<file path="config.mk">
export PLATFORM = sky130hd
export DESIGN_NAME = fsq_front_flat
export DESIGN_NICKNAME = d
export VERILOG_FILES = /design/src/flow_steer_tx_queue_select_core_defines.svh /design/src/fsq_pkg.sv /design/src/fsq_ifs.sv /design/src/fsq_front.sv /design/src/flat_wrapper.sv
export SDC_FILE = /design/constraint.sdc
export NUM_CORES = 1
export LEC_CHECK = 0
export BUFFER_PORTS_ARGS = -buffer_cell sky130_fd_sc_hd__buf_2
export CELL_PAD_IN_SITES_DETAIL_PLACEMENT = 0
export CELL_PAD_IN_SITES_GLOBAL_PLACEMENT = 1
export CORE_MARGIN = 5
export CORE_UTILIZATION = 10
export DETAILED_ROUTE_END_ITERATION = 6
export PLACE_DENSITY = 0.88
export SYNTH_ARGS = -nofsm -noshare
export SYNTH_HDL_FRONTEND = slang
export SYNTH_SLANG_ARGS = --single-unit
</file>
<file path="constraint.sdc">
create_clock -name clk -period 0.9 [get_ports clk]
set_input_delay 0.09 -clock clk [delete_from_list [all_inputs] [get_ports clk]]
set_output_delay 0.09 -clock clk [all_outputs]
set_load 0.05 [all_outputs]
</file>
<file path="src/flow_steer_tx_queue_select_core_defines.svh">
// -----------------------------------------------------------------------------
// Transmit queue steering: assertion macros
// Concurrent assertion wrappers; they expand to nothing in synthesis builds.
// -----------------------------------------------------------------------------
`ifndef FLOW_STEER_TX_QUEUE_SELECT_CORE_DEFINES_SVH
`define FLOW_STEER_TX_QUEUE_SELECT_CORE_DEFINES_SVH

`ifndef SYNTHESIS
// clocked on clk, muted while rst_n is low
`define FSQ_ASSERT(label, prop, msg) \
    label: assert property (@(posedge clk) disable iff (!rst_n) prop) \
        else $error(msg);
// clocked on clk, checked during reset as well
`define FSQ_ASSERT_ALWAYS(label, prop, msg) \
    label: assert property (@(posedge clk) prop) \
        else $error(msg);
`else
`define FSQ_ASSERT(label, prop, msg)
`define FSQ_ASSERT_ALWAYS(label, prop, msg)
`endif

`endif

</file>
<file path="src/fsq_pkg.sv">
// -----------------------------------------------------------------------------
// fsq_pkg
// Shared types and constants of the transmit queue steering block.
// -----------------------------------------------------------------------------
package fsq_pkg;

    localparam logic [15:0] ETYPE_IPV4 = 16'h0800;
    localparam logic [7:0]  PROTO_TCP  = 8'd6;
    localparam logic [7:0]  PROTO_UDP  = 8'd17;

    // command queue between classifier and matcher
    localparam int QUEUE_DEPTH = 2;
    localparam int QPTR_W      = (QUEUE_DEPTH > 1) ? $clog2(QUEUE_DEPTH) : 1;
    localparam int QCNT_W      = $clog2(QUEUE_DEPTH + 1);

    typedef enum logic [1:0] {
        MODE_LOOKUP   = 2'd0,
        MODE_SET_ADDR = 2'd1,
        MODE_SET_PORT = 2'd2,
        MODE_UNUSED   = 2'd3
    } mode_t;

    typedef enum logic [2:0] {
        KIND_NONE      = 3'd0,
        KIND_EXACT     = 3'd1,
        KIND_IP_ONLY   = 3'd2,
        KIND_PORT_ONLY = 3'd3,
        KIND_DEV_ERROR = 3'd4
    } match_kind_t;

    typedef enum logic [2:0] {
        CMD_NOP,
        CMD_LOOKUP,
        CMD_DEV_ERR,
        CMD_SET_ADDR,
        CMD_SET_PORT
    } cmd_kind_t;

    typedef struct packed {
        cmd_kind_t   kind;
        logic [5:0]  queue;
        logic [31:0] addr;
        logic [15:0] port;
    } cmd_t;

endpackage

</file>
<file path="src/fsq_ifs.sv">
// -----------------------------------------------------------------------------
// fsq stream interfaces
// Valid/ready channels for request words and result words.
// -----------------------------------------------------------------------------
interface fsq_in_if;
    logic        valid;
    logic        ready;
    logic [1:0]  mode;
    logic [5:0]  target_queue;
    logic [31:0] addr_value;
    logic [15:0] port_value;
    logic [15:0] ethertype;
    logic [7:0]  l4_protocol;

    modport source (
        output valid, mode, target_queue, addr_value, port_value, ethertype, l4_protocol,
        input  ready
    );
    modport sink (
        input  valid, mode, target_queue, addr_value, port_value, ethertype, l4_protocol,
        output ready
    );
endinterface


</file>
<file path="src/fsq_front.sv">
// -----------------------------------------------------------------------------
// fsq_front
// Accepts request words, holds the device error flag and classifies each
// word into a command for the matcher.
// -----------------------------------------------------------------------------
module fsq_front
    import fsq_pkg::*;
#(
    parameter int NUM_QUEUES = 64
)
(
    input  logic         clk,
    input  logic         rst_n,
    fsq_in_if.sink       in_ch,
    input  logic         cfg_we,
    input  logic         cfg_wdata,
    input  logic         full,
    output logic         push,
    output cmd_t         push_cmd
);

    logic dev_err_reg;
    logic eligible;
    logic in_range;

    always_ff @(posedge clk or negedge rst_n)
    begin
        if (!rst_n)
        begin
            dev_err_reg <= 1'b0;
        end
        else if (cfg_we)
        begin
            dev_err_reg <= cfg_wdata;
        end
    end

    assign in_ch.ready = !full;
    assign push        = in_ch.valid && !full;

    assign eligible = (in_ch.ethertype == ETYPE_IPV4) &&
                      ((in_ch.l4_protocol == PROTO_TCP) || (in_ch.l4_protocol == PROTO_UDP));
    assign in_range = {3'b000, in_ch.target_queue} < 9'(NUM_QUEUES);

    always_comb
    begin
        push_cmd.queue = in_ch.target_queue;
        push_cmd.addr  = in_ch.addr_value;
        push_cmd.port  = in_ch.port_value;
        push_cmd.kind  = CMD_NOP;
        unique case (mode_t'(in_ch.mode))
            MODE_LOOKUP:
            begin
                if (dev_err_reg)
                    push_cmd.kind = CMD_DEV_ERR;
                else if (eligible)
                    push_cmd.kind = CMD_LOOKUP;
                else
                    push_cmd.kind = CMD_NOP;
            end
            MODE_SET_ADDR: push_cmd.kind = in_range ? CMD_SET_ADDR : CMD_NOP;
            MODE_SET_PORT: push_cmd.kind = in_range ? CMD_SET_PORT : CMD_NOP;
            MODE_UNUSED:   push_cmd.kind = CMD_NOP;
        endcase
    end

endmodule

</file>
<file path="src/flat_wrapper.sv">
// flat-port wrapper written by rule: the top's interface ports become plain ports
module fsq_front_flat import fsq_pkg::*;
#(
    parameter int NUM_QUEUES = 64
)
  (clk, rst_n, cfg_we, cfg_wdata, full, push, push_cmd, in_ch_valid, in_ch_mode, in_ch_target_queue, in_ch_addr_value, in_ch_port_value, in_ch_ethertype, in_ch_l4_protocol, in_ch_ready);
  fsq_in_if in_ch_i ();
  input  logic clk;
  input  logic rst_n;
  input  logic cfg_we;
  input  logic cfg_wdata;
  input  logic full;
  output logic push;
  output cmd_t push_cmd;
  input wire logic [$bits(in_ch_i.valid)-1:0] in_ch_valid;
  input wire logic [$bits(in_ch_i.mode)-1:0] in_ch_mode;
  input wire logic [$bits(in_ch_i.target_queue)-1:0] in_ch_target_queue;
  input wire logic [$bits(in_ch_i.addr_value)-1:0] in_ch_addr_value;
  input wire logic [$bits(in_ch_i.port_value)-1:0] in_ch_port_value;
  input wire logic [$bits(in_ch_i.ethertype)-1:0] in_ch_ethertype;
  input wire logic [$bits(in_ch_i.l4_protocol)-1:0] in_ch_l4_protocol;
  output wire logic [$bits(in_ch_i.ready)-1:0] in_ch_ready;
  assign in_ch_i.valid = in_ch_valid;
  assign in_ch_i.mode = in_ch_mode;
  assign in_ch_i.target_queue = in_ch_target_queue;
  assign in_ch_i.addr_value = in_ch_addr_value;
  assign in_ch_i.port_value = in_ch_port_value;
  assign in_ch_i.ethertype = in_ch_ethertype;
  assign in_ch_i.l4_protocol = in_ch_l4_protocol;
  assign in_ch_ready = in_ch_i.ready;
  fsq_front #(.NUM_QUEUES(NUM_QUEUES)) u_core (.clk(clk), .rst_n(rst_n), .in_ch(in_ch_i), .cfg_we(cfg_we), .cfg_wdata(cfg_wdata), .full(full), .push(push), .push_cmd(push_cmd));
endmodule
</file>
==> run_results.csv <==
group,metric,value,unit
status,status,"finished, violations left",
status,violations,"negative setup slack",
timing,maxSlewViolCount,0,
finish,num-nets-final,149,
power_and_ir_drop,max-vdd-ir-drop,0.285,mV
logic_synthesis,synth_cell_types,14,
worst_setup_path,rr_endpoint,"u_core.dev_err_reg",
floorplanning,dieArea,0.00717,mm2
finish,largest_register_ffs,1,
finish,fillerInstances,651,
timing,max_clock_freq,929,MHz
routing,drc,0,
timing,final.min_clock_period,1.08,ns
worst_setup_path,r2r-start,"u_core.dev_err_reg",
logic_synthesis,synth_warnings,0,
global_routing,grt_pass1_wl,1.97,mm
logic_synthesis,ys.flop_type,"dfrtp_1",
finish,drive_above_1_share,86.9,%
routing,ant_nets,0,
floorplanning,dieWidth,84.7,um
worst_setup_path,slowest_delay,0.32,ns
logic_synthesis,synth.ff_latch_count,1,
worst_setup_path,startpoint_type,"primary input",
run,cap_viol_max_count,0,
routing,dr.pass1.iters,1,
timing,setup_viol,2,
logic_synthesis,netlist_instances,73,
place,portBuffers,36,
global_routing,grt_max_degree,4,
finish,fin_util,11.1,%
worst_setup_path,crit_path_end_kind,"primary output",
power_and_ir_drop,p_leak,0.253,nW
logic_synthesis,ys_async_sr_fraction,100,%
worst_setup_path,r2r_cells,2,
logic_synthesis,synth.top_cells.by_count,"buf_4 (54), nor2_1 (3)",
worst_setup_path,crit_chain,"buf_2 > and4bb_2 > o2111ai_4 > o22ai_4 > buf_6",
worst_setup_path,worstPathMaxFanout,2,
routing,num_vias,383,
worst_setup_path,required,0.81,ns
timing,finalCritPeriodShare,120,%
worst_setup_path,rrSetupSlack,0.01,ns
floorplanning,coreArea,0.00547,mm2
routing,wl_per_cell,10.4,um
routing,wl,1.39,mm
finish,syn_to_final_growth,9.19,%
global_routing,gr-usage-all-layers,3.18,%
place,routabilityCongestion,0.688,
routing,vias_per_cell,2.88,
timing,grt_setup_unrepaired,"yes",
logic_synthesis,yosys-top-cells-area,"buf_4 (73%), and4bb_2 (4.5%), dfrtp_1 (4.5%), nor2b_1 (2.2%), nor4_1 (2.2%)",
finish,multiInputGateArea,211,um2
floorplanning,start_util,10.2,%
min_path,min_path_type,"in -> out",
logic_synthesis,ys_seq_area_share,4.48,%
logic_synthesis,synth_top_area_cell,"buf_4",
clock_network,clk_latency,0,ns
logic_synthesis,yosysMostFrequentCell,"buf_4",
timing,report.final.hold_viol_count,0,
finish,seqCellArea,25.0,um2
global_routing,antenna_found_initial,0,
timing,clock_skew,0,ns
logic_synthesis,synthesis.area_per_instance,7.64,um2
timing,tightest_slew,0.242,ns
timing,slew-limit-headroom,83.8,%
min_path,min_to,"push_cmd[13]",
min_path,min_path_cells,0,
finish,fin_cells,133,
worst_setup_path,critPathArrivalTime,0.99,ns
worst_setup_path,critPathSlowestCell,"and4bb_2",
floorplanning,pin_count,145,
finish,antenna-diode-count,0,
global_routing,grt_overflow,0,
logic_synthesis,syn-num-nets,159,
floorplanning,die_y,84.7,um
floorplanning,num_rows,27,
logic_synthesis,netlist_area,558,um2
power_and_ir_drop,power_density,497,mW/mm2
logic_synthesis,synth_top_area_share,72.6,%
logic_synthesis,synth_edf_count,0,
routing,drtIter0Drc,0,
worst_setup_path,path_class,"in -> out",
global_routing,grt_pass1_vias,430,
timing,timing.final.ws_setup,-0.177,ns
min_path,hold_start,"in_ch_port_value[13]",
place,dp.cells,130,
==> how the worst max path moves through the flow <==
stage                    startpoint      endpoint  slack (ns)  cells after the start
2_1_floorplan    u_core.dev_err_reg  push_cmd[55]       -0.20                      2
3_3_place_gp     in_ch_ethertype[1]  push_cmd[54]       -0.40                      5
3_5_place_dp     in_ch_ethertype[1]  push_cmd[54]       -0.43                      5
4_1_cts         in_ch_ethertype[13]  push_cmd[54]       -0.26                      5
5_1_grt          u_core.dev_err_reg  push_cmd[54]       -0.23                      4
6_report       in_ch_l4_protocol[4]  push_cmd[54]       -0.18                      5
==> critical path, delay by kind of cell <==
| kind | cells | cell delay (ns) |
|---|---|---|
| and+or+nand+nor | 1 | 0.32 |
| buffers and inverters | 2 | 0.28 |
| AOI/OAI and AO/OA | 2 | 0.30 |
==> cell type report <==
class,count,share of cell area [%]
sequential,1,4.11
inverter,2,1.23
timing repair buffer,42,45.2
tap,72,14.8
multi-input combinational,16,34.7
==> per-layer routing <==
| layer | GRT usage, % | share of wire (%) |
|---|---|---|
| met5 | 0 | 0 |
| met4 | 2.30 | 5.9 |
| met3 | 2.16 | 18 |
| met2 | 5.55 | 48 |
| met1 | 2.48 | 27 |
==> repair_timing <==
item                                    in CTS  in global routing
pin swaps                                    5                  5
resized for setup                           17                  5
buffers inserted                             0                  2
hold endpoints to repair                     1                  0
endpoints found under the setup margin       2                  2
hold buffers                                 1                  0
==> cells by family after synthesis <==
family | synth area share [%]
mux | 2.02
compound gates | 2.69
simple gates | 16.8
flops | 4.48
buf+inv | 74.0
==> stage by stage <==
stage          cell area, um2  setup TNS [ns]  hold WS (ns)  power [mW]  setup WS, ns
2_1_floorplan             572          -0.383        -0.206       0.775        -0.201
3_5_place_dp              459          -0.514        -0.132       0.231        -0.430
4_1_cts                   559          -0.288         0.180       0.277        -0.260
3_3_place_gp              459          -0.453        -0.134       0.228        -0.398
6_report                  609          -0.268         0.180       0.303        -0.177
5_1_grt                   609          -0.371         0.180       0.321        -0.229
==> cell usage in the layout (no fill, tap or decap), drive strengths merged <==
cell         count
mux2             1
nor2b            2
nor2             3
inv              2
buf             41
dfrtp            1
nor3             1
dlygate4sd3      1
o22ai            1
o2111ai          1
nor4             3
and4bb           2
nor4b            1
nand4            1
==> power breakdown <==
group / switching (mW) / total, mW / leakage [nW] / internal [mW]
logic: 0.119 / 0.248 / 0.241 / 0.129
clock network: 0 / 0 / 0 / 0
registers: 0.00452 / 0.0549 / 0.0117 / 0.0504
Note: power is estimated with default switching activity, not from simulation.
