--- config.mk ---
export PLATFORM = sky130hd
export DESIGN_NAME = fsq_queue
export DESIGN_NICKNAME = d
export VERILOG_FILES = /design/src/flow_steer_tx_queue_select_core_defines.svh /design/src/fsq_pkg.sv /design/src/fsq_queue.sv
export SDC_FILE = /design/constraint.sdc
export NUM_CORES = 1
export LEC_CHECK = 0
export ABC_CLOCK_PERIOD_IN_PS = 3200
export BUFFER_PORTS_ARGS = -buffer_cell sky130_fd_sc_hd__buf_2
export CAP_MARGIN = 20
export CORE_ASPECT_RATIO = 0.75
export CORE_MARGIN = 2
export CORE_UTILIZATION = 49
export CTS_BUF_LIST = sky130_fd_sc_hd__clkbuf_4
export CTS_CLUSTER_DIAMETER = 60
export DETAILED_ROUTE_END_ITERATION = 7
export PLACE_DENSITY = 0.78
export RECOVER_POWER = 50
export SYNTH_ARGS = -nofsm -noshare
export SYNTH_HDL_FRONTEND = slang
export SYNTH_SLANG_ARGS = --single-unit
export TNS_END_PERCENT = 100
--- constraint.sdc ---
create_clock -name clk -period 3.2 [get_ports clk]
set_input_delay 0.16 -clock clk [delete_from_list [all_inputs] [get_ports clk]]
set_output_delay 0.16 -clock clk [all_outputs]
set_load 0.03 [all_outputs]
--- src/flow_steer_tx_queue_select_core_defines.svh ---
// -----------------------------------------------------------------------------
// Transmit queue steering: assertion macros
// Concurrent assertion wrappers; they expand to nothing in synthesis builds.
// -----------------------------------------------------------------------------
`ifndef FLOW_STEER_TX_QUEUE_SELECT_CORE_DEFINES_SVH
`define FLOW_STEER_TX_QUEUE_SELECT_CORE_DEFINES_SVH

`ifndef SYNTHESIS
// clocked on clk, muted while rst_n is low
`define FSQ_ASSERT(label, prop, msg) \
    label: assert property (@(posedge clk) disable iff (!rst_n) prop) \
        else $error(msg);
// clocked on clk, checked during reset as well
`define FSQ_ASSERT_ALWAYS(label, prop, msg) \
    label: assert property (@(posedge clk) prop) \
        else $error(msg);
`else
`define FSQ_ASSERT(label, prop, msg)
`define FSQ_ASSERT_ALWAYS(label, prop, msg)
`endif

`endif

--- src/fsq_pkg.sv ---
// -----------------------------------------------------------------------------
// fsq_pkg
// Shared types and constants of the transmit queue steering block.
// -----------------------------------------------------------------------------
package fsq_pkg;

    localparam logic [15:0] ETYPE_IPV4 = 16'h0800;
    localparam logic [7:0]  PROTO_TCP  = 8'd6;
    localparam logic [7:0]  PROTO_UDP  = 8'd17;

    // command queue between classifier and matcher
    localparam int QUEUE_DEPTH = 2;
    localparam int QPTR_W      = (QUEUE_DEPTH > 1) ? $clog2(QUEUE_DEPTH) : 1;
    localparam int QCNT_W      = $clog2(QUEUE_DEPTH + 1);

    typedef enum logic [1:0] {
        MODE_LOOKUP   = 2'd0,
        MODE_SET_ADDR = 2'd1,
        MODE_SET_PORT = 2'd2,
        MODE_UNUSED   = 2'd3
    } mode_t;

    typedef enum logic [2:0] {
        KIND_NONE      = 3'd0,
        KIND_EXACT     = 3'd1,
        KIND_IP_ONLY   = 3'd2,
        KIND_PORT_ONLY = 3'd3,
        KIND_DEV_ERROR = 3'd4
    } match_kind_t;

    typedef enum logic [2:0] {
        CMD_NOP,
        CMD_LOOKUP,
        CMD_DEV_ERR,
        CMD_SET_ADDR,
        CMD_SET_PORT
    } cmd_kind_t;

    typedef struct packed {
        cmd_kind_t   kind;
        logic [5:0]  queue;
        logic [31:0] addr;
        logic [15:0] port;
    } cmd_t;

endpackage

--- src/fsq_queue.sv ---
// -----------------------------------------------------------------------------
// fsq_queue
// Short command FIFO that decouples the classifier from the matcher.
// -----------------------------------------------------------------------------
module fsq_queue
    import fsq_pkg::*;
(
    input  logic clk,
    input  logic rst_n,
    input  logic push,
    input  cmd_t push_cmd,
    output logic full,
    input  logic pop,
    output logic not_empty,
    output cmd_t pop_cmd
);

    cmd_t              slot_reg [QUEUE_DEPTH];
    logic [QPTR_W-1:0] wr_ptr_reg;
    logic [QPTR_W-1:0] wr_ptr_next;
    logic [QPTR_W-1:0] rd_ptr_reg;
    logic [QPTR_W-1:0] rd_ptr_next;
    logic [QCNT_W-1:0] cnt_reg;
    logic [QCNT_W-1:0] cnt_next;

    assign full      = (cnt_reg == QCNT_W'(QUEUE_DEPTH));
    assign not_empty = (cnt_reg != '0);
    assign pop_cmd   = slot_reg[rd_ptr_reg];

    always_comb
    begin
        wr_ptr_next = wr_ptr_reg;
        rd_ptr_next = rd_ptr_reg;
        cnt_next    = cnt_reg;
        if (push)
            wr_ptr_next = (wr_ptr_reg == QPTR_W'(QUEUE_DEPTH - 1)) ? '0 : wr_ptr_reg + 1'b1;
        if (pop)
            rd_ptr_next = (rd_ptr_reg == QPTR_W'(QUEUE_DEPTH - 1)) ? '0 : rd_ptr_reg + 1'b1;
        if (push && !pop)
            cnt_next = cnt_reg + 1'b1;
        else if (pop && !push)
            cnt_next = cnt_reg - 1'b1;
    end

    always_ff @(posedge clk or negedge rst_n)
    begin
        if (!rst_n)
        begin
            wr_ptr_reg <= '0;
            rd_ptr_reg <= '0;
            cnt_reg    <= '0;
        end
        else
        begin
            wr_ptr_reg <= wr_ptr_next;
            rd_ptr_reg <= rd_ptr_next;
            cnt_reg    <= cnt_next;
        end
    end

    always_ff @(posedge clk)
    begin
        if (push)
            slot_reg[wr_ptr_reg] <= push_cmd;
    end

endmodule

==> results of run 1 <==
==> final cells by class <==
cell class / instances / area (um^2)
multi-input combinational: 68 / 802
timing repair buffer: 185 / 1190
sequential: 118 / 3520
tap: 108 / 135
fill: 570 / 2570
clock buffer: 20 / 150
clock inverter: 12 / 183
inverter: 1 / 3.75
==> logic make-up after synthesis <==
group                      count (synthesis)
and+or+nand+nor                            5
DFF                                      118
muxes                                     57
buffers and inverters                      7
adders and majority gates                  1
xor gates and xnor gates                   5
==> worst paths after layout <==
path | slack (ps) | endpoint | start | cells past startpoint
max in group asynchronous | 2430 | wr_ptr_reg | rst_n | 3
min | 380 | slot_reg[1][26] | push_cmd[26] | 2
max | 740 | slot_reg[1][15] | push | 4
max reg2reg | 790 | slot_reg[1][15] | wr_ptr_reg | 2
min in group asynchronous | 570 | cnt_reg[1] | rst_n | 3
min reg2reg | 490 | wr_ptr_reg | wr_ptr_reg | 1
==> power by group through the flow <==
stage / sequential (uW) / clock (uW) / combinational (uW)
after floorplan: 2160 / 0 / 1460
after global placement: 2170 / 0 / 1880
after detailed placement: 2190 / 0 / 1890
after CTS: 2150 / 1260 / 1950
after global routing: 2180 / 1320 / 2050
final: 2150 / 1220 / 1940
==> placed cells by master, fill, tap and decap left out, types with 2 or more instances in the layout <==
cell and instances:
buf_2 78, buf_4 5, bufinv_16 5, clkbuf_1 40, clkbuf_4 20, clkinv_1 4, clkinv_2 2, dfrtp_1 4
dlygate4sd3_1 61, edfxtp_1 114, mux2_2 37, mux2_4 20, nor2b_1 2, xor2_1 4
==> metal layers <==
metal / global-route usage (%) / vias up / part of all wire (%)
met5: 0 / - / 0
met4: 4.99 / 0 / 0.45
met3: 8.69 / 4 / 8.3
met2: 29.0 / 100 / 48
met1: 22.7 / 1154 / 43
li1: - / 1163 / -
==> metrics by stage <==
stage / utilization (%) / worst slack [ps] / total power (uW)
finish: 69.9 / 739 / 5310
floorplan: - / 881 / 3620
detailed placement: 59.6 / 1330 / 4080
CTS: 70.7 / 995 / 5360
global placement: 59.6 / 1360 / 4050
global route: 69.9 / 578 / 5550
==> critical path, stage by stage <==
cell and delay, ps:
dlygate4sd3_1 540, clkbuf_1 180, and2_1 1350, buf_4 410
==> impl_results.md, run 1 <==
- Largest net degree at the start of global routing: 53
- Die span in y: between 80 and 90 um
- Final hold viol count: 0
- Avg Synthesized Cell Area: approximately 23 um^2
- I/O Buffers: between 100 and 150
- DR vias/cell: roughly 4.7
- Synth Area in XOR/XNOR: under 10%
- Run status: complete, but fails checks
- Psw: ~1800 uW
- Final WL: just over 8000 um
- # clock sinks: about 120
- CTS tree: built
- CTS Buffer Depth: 2
- Max reg flops: roughly 110
- DRT iter0 DRCs: around 110
- Max-Cap Viols: 1
- Fin. max-slew vios: 37
- Post-CTS setup buffer count: 0
- Total number of vias: about 2400
- Placed wire-length estimate: about 4800 um
- Worst-skew pair later-pin latency: just under 500 ps
- Hold buffers post-CTS: 61
- Pint: between 3000 and 4000 uW
- Max Freq: around 0.4 GHz
- Top-count cell post-synth: edfxtp_1
- Adder-cell share of the synthesized area: less than 1%
- Row Count: 29
- Post-cts resize count: 0
- Top cell type's share of synthesized area: 78.2%
- Clock transition at the registers of the reported paths: around 100 ps
- Failing checks: DRC, capacitance limit, slew limit
- Share of flip-flops with an asynchronous set or reset: around 3.4%
- Core footprint: approximately 8600 um^2
- Multiplexer share of the synthesized area: 16.4%
- Worst clock skew: ~16 ps
- Unrepaired setup endpoints after global routing: no
- Worst-path fanout max: 36
- Slew @ Worst Pin: between 1500 and 2000 ps
- Final antenna diode count: 0
- Post-route cell area: approximately 6000 um^2
- Worst setup EP type: register
- LEAKAGE: approximately 0.0023 uW
- DRC viols: 10
- Post-Syn Area: 4380 um^2
- Hold/Removal Path Class: input port to register
- Synth warn: 0
- Crit path DAT: roughly 2700 ps
- Area leader, netlist: edfxtp_1
- Clk pwr share: around 23%
- Seq/Total Area, Yosys: about four fifths
- Fin cells: slightly above 500
- Synth Flop Type: edfxtp_1
- Fin crit share: just under 80%
- Switch share: about a third
- Simple-gate area share of the yosys netlist: 0.657%
- Vias in the first global route: approximately 2600
- Clock root buffer master: clkbuf_4
- Max-slew headroom: -17.5%
- Placed cell area: 5110 um^2
- Yosys cell types: 14
- Cells after synthesis: between 150 and 200
- Total CTS buffers: 17
- Comb pwr share: around 36%
- Die W: approximately 110 um
- Commonest cells in the netlist: 114 x edfxtp_1, 37 x mux2_2, 20 x mux2_4, 4 x dfrtp_1, 4 x xor2_1
- Synthesized Nets: around 260
- VDD IR-drop max: around 610 uV
- H-tree depth: 4
- Synth Area in Compound Gates: 0%
- Hold Slack: between 300 and 400 ps
- Setup TNS: 0 ps
- Nets@finish: 453
- Post-synth EDFFs: between 100 and 150
- Total gr overflow: 0
- GP Congestion: ~0.70
- DRT Pass-1 Iters: 7
- Placed cells: 419
- Minimum clock period: between 2000 and 2500 ps
- PD cells: slightly below 900 nW/um^2
- Area Overhead vs Synth: 36.8%
- Area contributors post-synth: edfxtp_1 78%, mux2_2 9.5%, mux2_4 6.9%, dfrtp_1 2.3%, xor2_1 0.80%
- Crit Path Class: input port to register
- Die area: approximately 10000 um^2
- WP data required: 3380 ps
- Combinational family with the most area after synthesis: multiplexers
- Post-route ant nets: 0
- Layout cells sized above 1: a little over two fifths
- I/O pins: 120
- Crit start category: input port
- DR WL/cell: between 15 and 20 um
- Synth Register Bits: between 100 and 150
- GRT Util Overall: a little under a fifth
- Setup violators final: 0
- First-pass GRT wire length: 12900 um
- Initial antenna violation count: 0
- Seq pwr share: slightly above 40%
- Initial Util: between 50% and 60%
Power figures use the tool's default switching activity.
==> run 2, diff against run 1 <==
- ABC_CLOCK_PERIOD_IN_PS: 3200 -> 2410
- CORE_UTILIZATION: 49 -> 54
- PLACE_DENSITY: 0.78 -> 0.82
- clock period: 3.2 -> 2.41 ns (I/O delays scaled with it)
==> run 2 against run 1 <==
  * The flow now finishes without violations
  * First-iteration DRC count is 19% lower
  * Clock-buffer cell count is 1 lower
  * Wire length is 1.9% lower
  * Clock skew is 7.6 ps lower
  * Non-clock buffer count stayed put
  * Cell count is 0.59% lower
  * Global-route usage is 1.0 points higher
  * Sequential power is 32% higher
  * Critical endpoint is now slot_reg[1][39]
==> impl_results.md, run 2 (synthesis results as in run 1) <==
- Run status: finished, final reports clean
- Met3 Track Usage GR: about 7.6%
- GRT met1 Usage: approximately 23%
- Psw: ~2400 uW
- Max-Cap Viols: 0
- First-pass GRT wire length: 12200 um
- Most frequent cells in the layout: 114 x edfxtp_1, 77 x buf_2, 61 x dlygate4sd3_1
- R2R Path Start: wr_ptr_reg
- Setup violators final: 0
- GRT Util Overall: between 10% and 20%
- Final WL: slightly above 8000 um
- DR WL/cell: 15.8 um
- Comb pwr share: between 30 and 40%
- Total number of vias: 2428
- Hold Crit Depth: 2
- Worst clock skew: 8.20 ps
- DRT iter0 DRCs: just over 90
- Unrepaired setup endpoints after global routing: no
- Final hold viol count: 0
- Max reg flops: around 110
- Post-route ant nets: 0
- Placed wire-length estimate: around 4700 um
- Largest net degree at the start of global routing: 59
- Core footprint: between 7000 and 8000 um^2
- GP Congestion: about 0.7
- Commonest non-fill, non-tap cell in the layout: edfxtp_1
- Initial Util: 55.5%
- Area Overhead vs Synth: 36.4%
- Worst setup EP type: register
- Max Freq: ~0.5 GHz
- Slew @ Worst Pin: about 1400 ps
- H-tree depth: 4
- DR vias/cell: about 4.8
- Worst-skew pair later-pin latency: about 470 ps
- Switch share: between 30 and 40%
- Minimum clock period: approximately 2000 ps
- Nets@finish: roughly 450
- Hold/Removal Path Class: input port to register
- Vias in the first global route: 2510
- Die span in y: between 80 and 90 um
- Initial antenna violation count: 0
- PD cells: ~1200 nW/um^2
- Total CTS buffers: 17
- Fill cells: around 480
- Pre-CTS setup slack: a little over 1000 ps
- Die area: between 8000 and 9000 um^2
- Met2 usage: about 32%
- I/O Buffers: about 120
- Flop-to-flop setup slack: 410 ps
- Worst Hold End: slot_reg[0][56]
- CTS tree: built
- Crit Path Class: register to register
- Hold Slack: between 300 and 400 ps
- R2R Path End: slot_reg[1][39]
- LEAKAGE: 0.00227 uW
- Pint: ~4400 uW
- Final worst slack: about 410 ps
- # clock sinks: 118
- Seq pwr share: approximately two fifths
- Clock transition at the registers of the reported paths: approximately 100 ps
- Gr busiest metal: met2
- Layout cells sized above 1: 43.3%
- Setup TNS: 0 ps
- Hold Crit Start: push_cmd[56]
- Worst reg2reg path depth: 2
- Crit path DAT: 2090 ps
- Clock root buffer master: clkbuf_4
- Die W: about 110 um
- Crit start category: register
- Total gr overflow: 0
- Worst-path fanout max: 25
- Final antenna diode count: 0
- Max-slew headroom: approximately 8%
- WP data required: 2500 ps
- DRC viols: 0
- Fin. max-slew vios: 0
- Clk pwr share: a little over a fifth
- Post-cts resize count: 0
- Row Count: 28
- CTS Buffer Depth: 2
- Fin crit share: between 80% and 90%
- DRT Pass-1 Iters: 4
- VDD IR-drop max: 947 uV
- I/O pins: 120
-- run 2: cell type report --
| class | instances | area (um^2) | area share, % |
|---|---|---|---|
| clock buffers | 19 | 143 | 2.39 |
| flip-flops and latches | 118 | 3520 | 59.0 |
| inverters | 1 | 3.75 | 0.0629 |
| multi-input cells | 68 | 811 | 13.6 |
| clock inverters | 13 | 158 | 2.64 |
| well taps | 105 | 131 | 2.20 |
| repair buffers | 185 | 1200 | 20.1 |
-- run 2: timing repair --
item / CTS / global route
hold buffers: 61 / 0
buffers inserted: 0 / 0
setup endpoints to repair: 0 / 0
hold endpoints to repair: 120 / 0
-- run 2: how the worst max path moves through the flow --
stage | start | endpoint | slack, ps | cells after the start
floorplan | wr_ptr_reg | slot_reg[0][0] | 90 | 1
global placement | rd_ptr_reg | pop_cmd[31] | 1020 | 3
detailed placement | rd_ptr_reg | pop_cmd[40] | 1020 | 3
CTS | rd_ptr_reg | pop_cmd[40] | 470 | 3
global route | wr_ptr_reg | slot_reg[1][49] | 230 | 2
finish | wr_ptr_reg | slot_reg[1][39] | 410 | 2
-- run 2: stage by stage --
step	std cells	instance area, um^2	util, %	power (uW)
6_report	509	5970	75.7	6870
5_1_grt	509	5970	75.7	7200
4_1_cts	509	6030	76.5	6950
3_5_place_dp	416	5120	64.9	5430
3_3_place_gp	416	5120	64.9	5390
2_1_floorplan	193	4380	-	4800
-- run 2: worst max-delay path, stage by stage (launching register included) --
cell	delay, ps
dfrtp_1	430
and2_2	180
clkbuf_1	1000
-- run 2: per-layer routing --
layer | share of wire (%) | up-vias
met2 | 50 | 104
li1 | - | 1158
met4 | 0.91 | 0
met5 | 0 | -
met1 | 41 | 1157
met3 | 7.6 | 9
-- run 2: power groups by stage --
stage | clock network [uW] | logic (uW) | registers (uW)
6_report | 1430 | 2590 | 2840
5_1_grt | 1570 | 2750 | 2880
4_1_cts | 1480 | 2630 | 2840
3_5_place_dp | 0 | 2540 | 2880
3_3_place_gp | 0 | 2530 | 2860
2_1_floorplan | 0 | 1940 | 2860
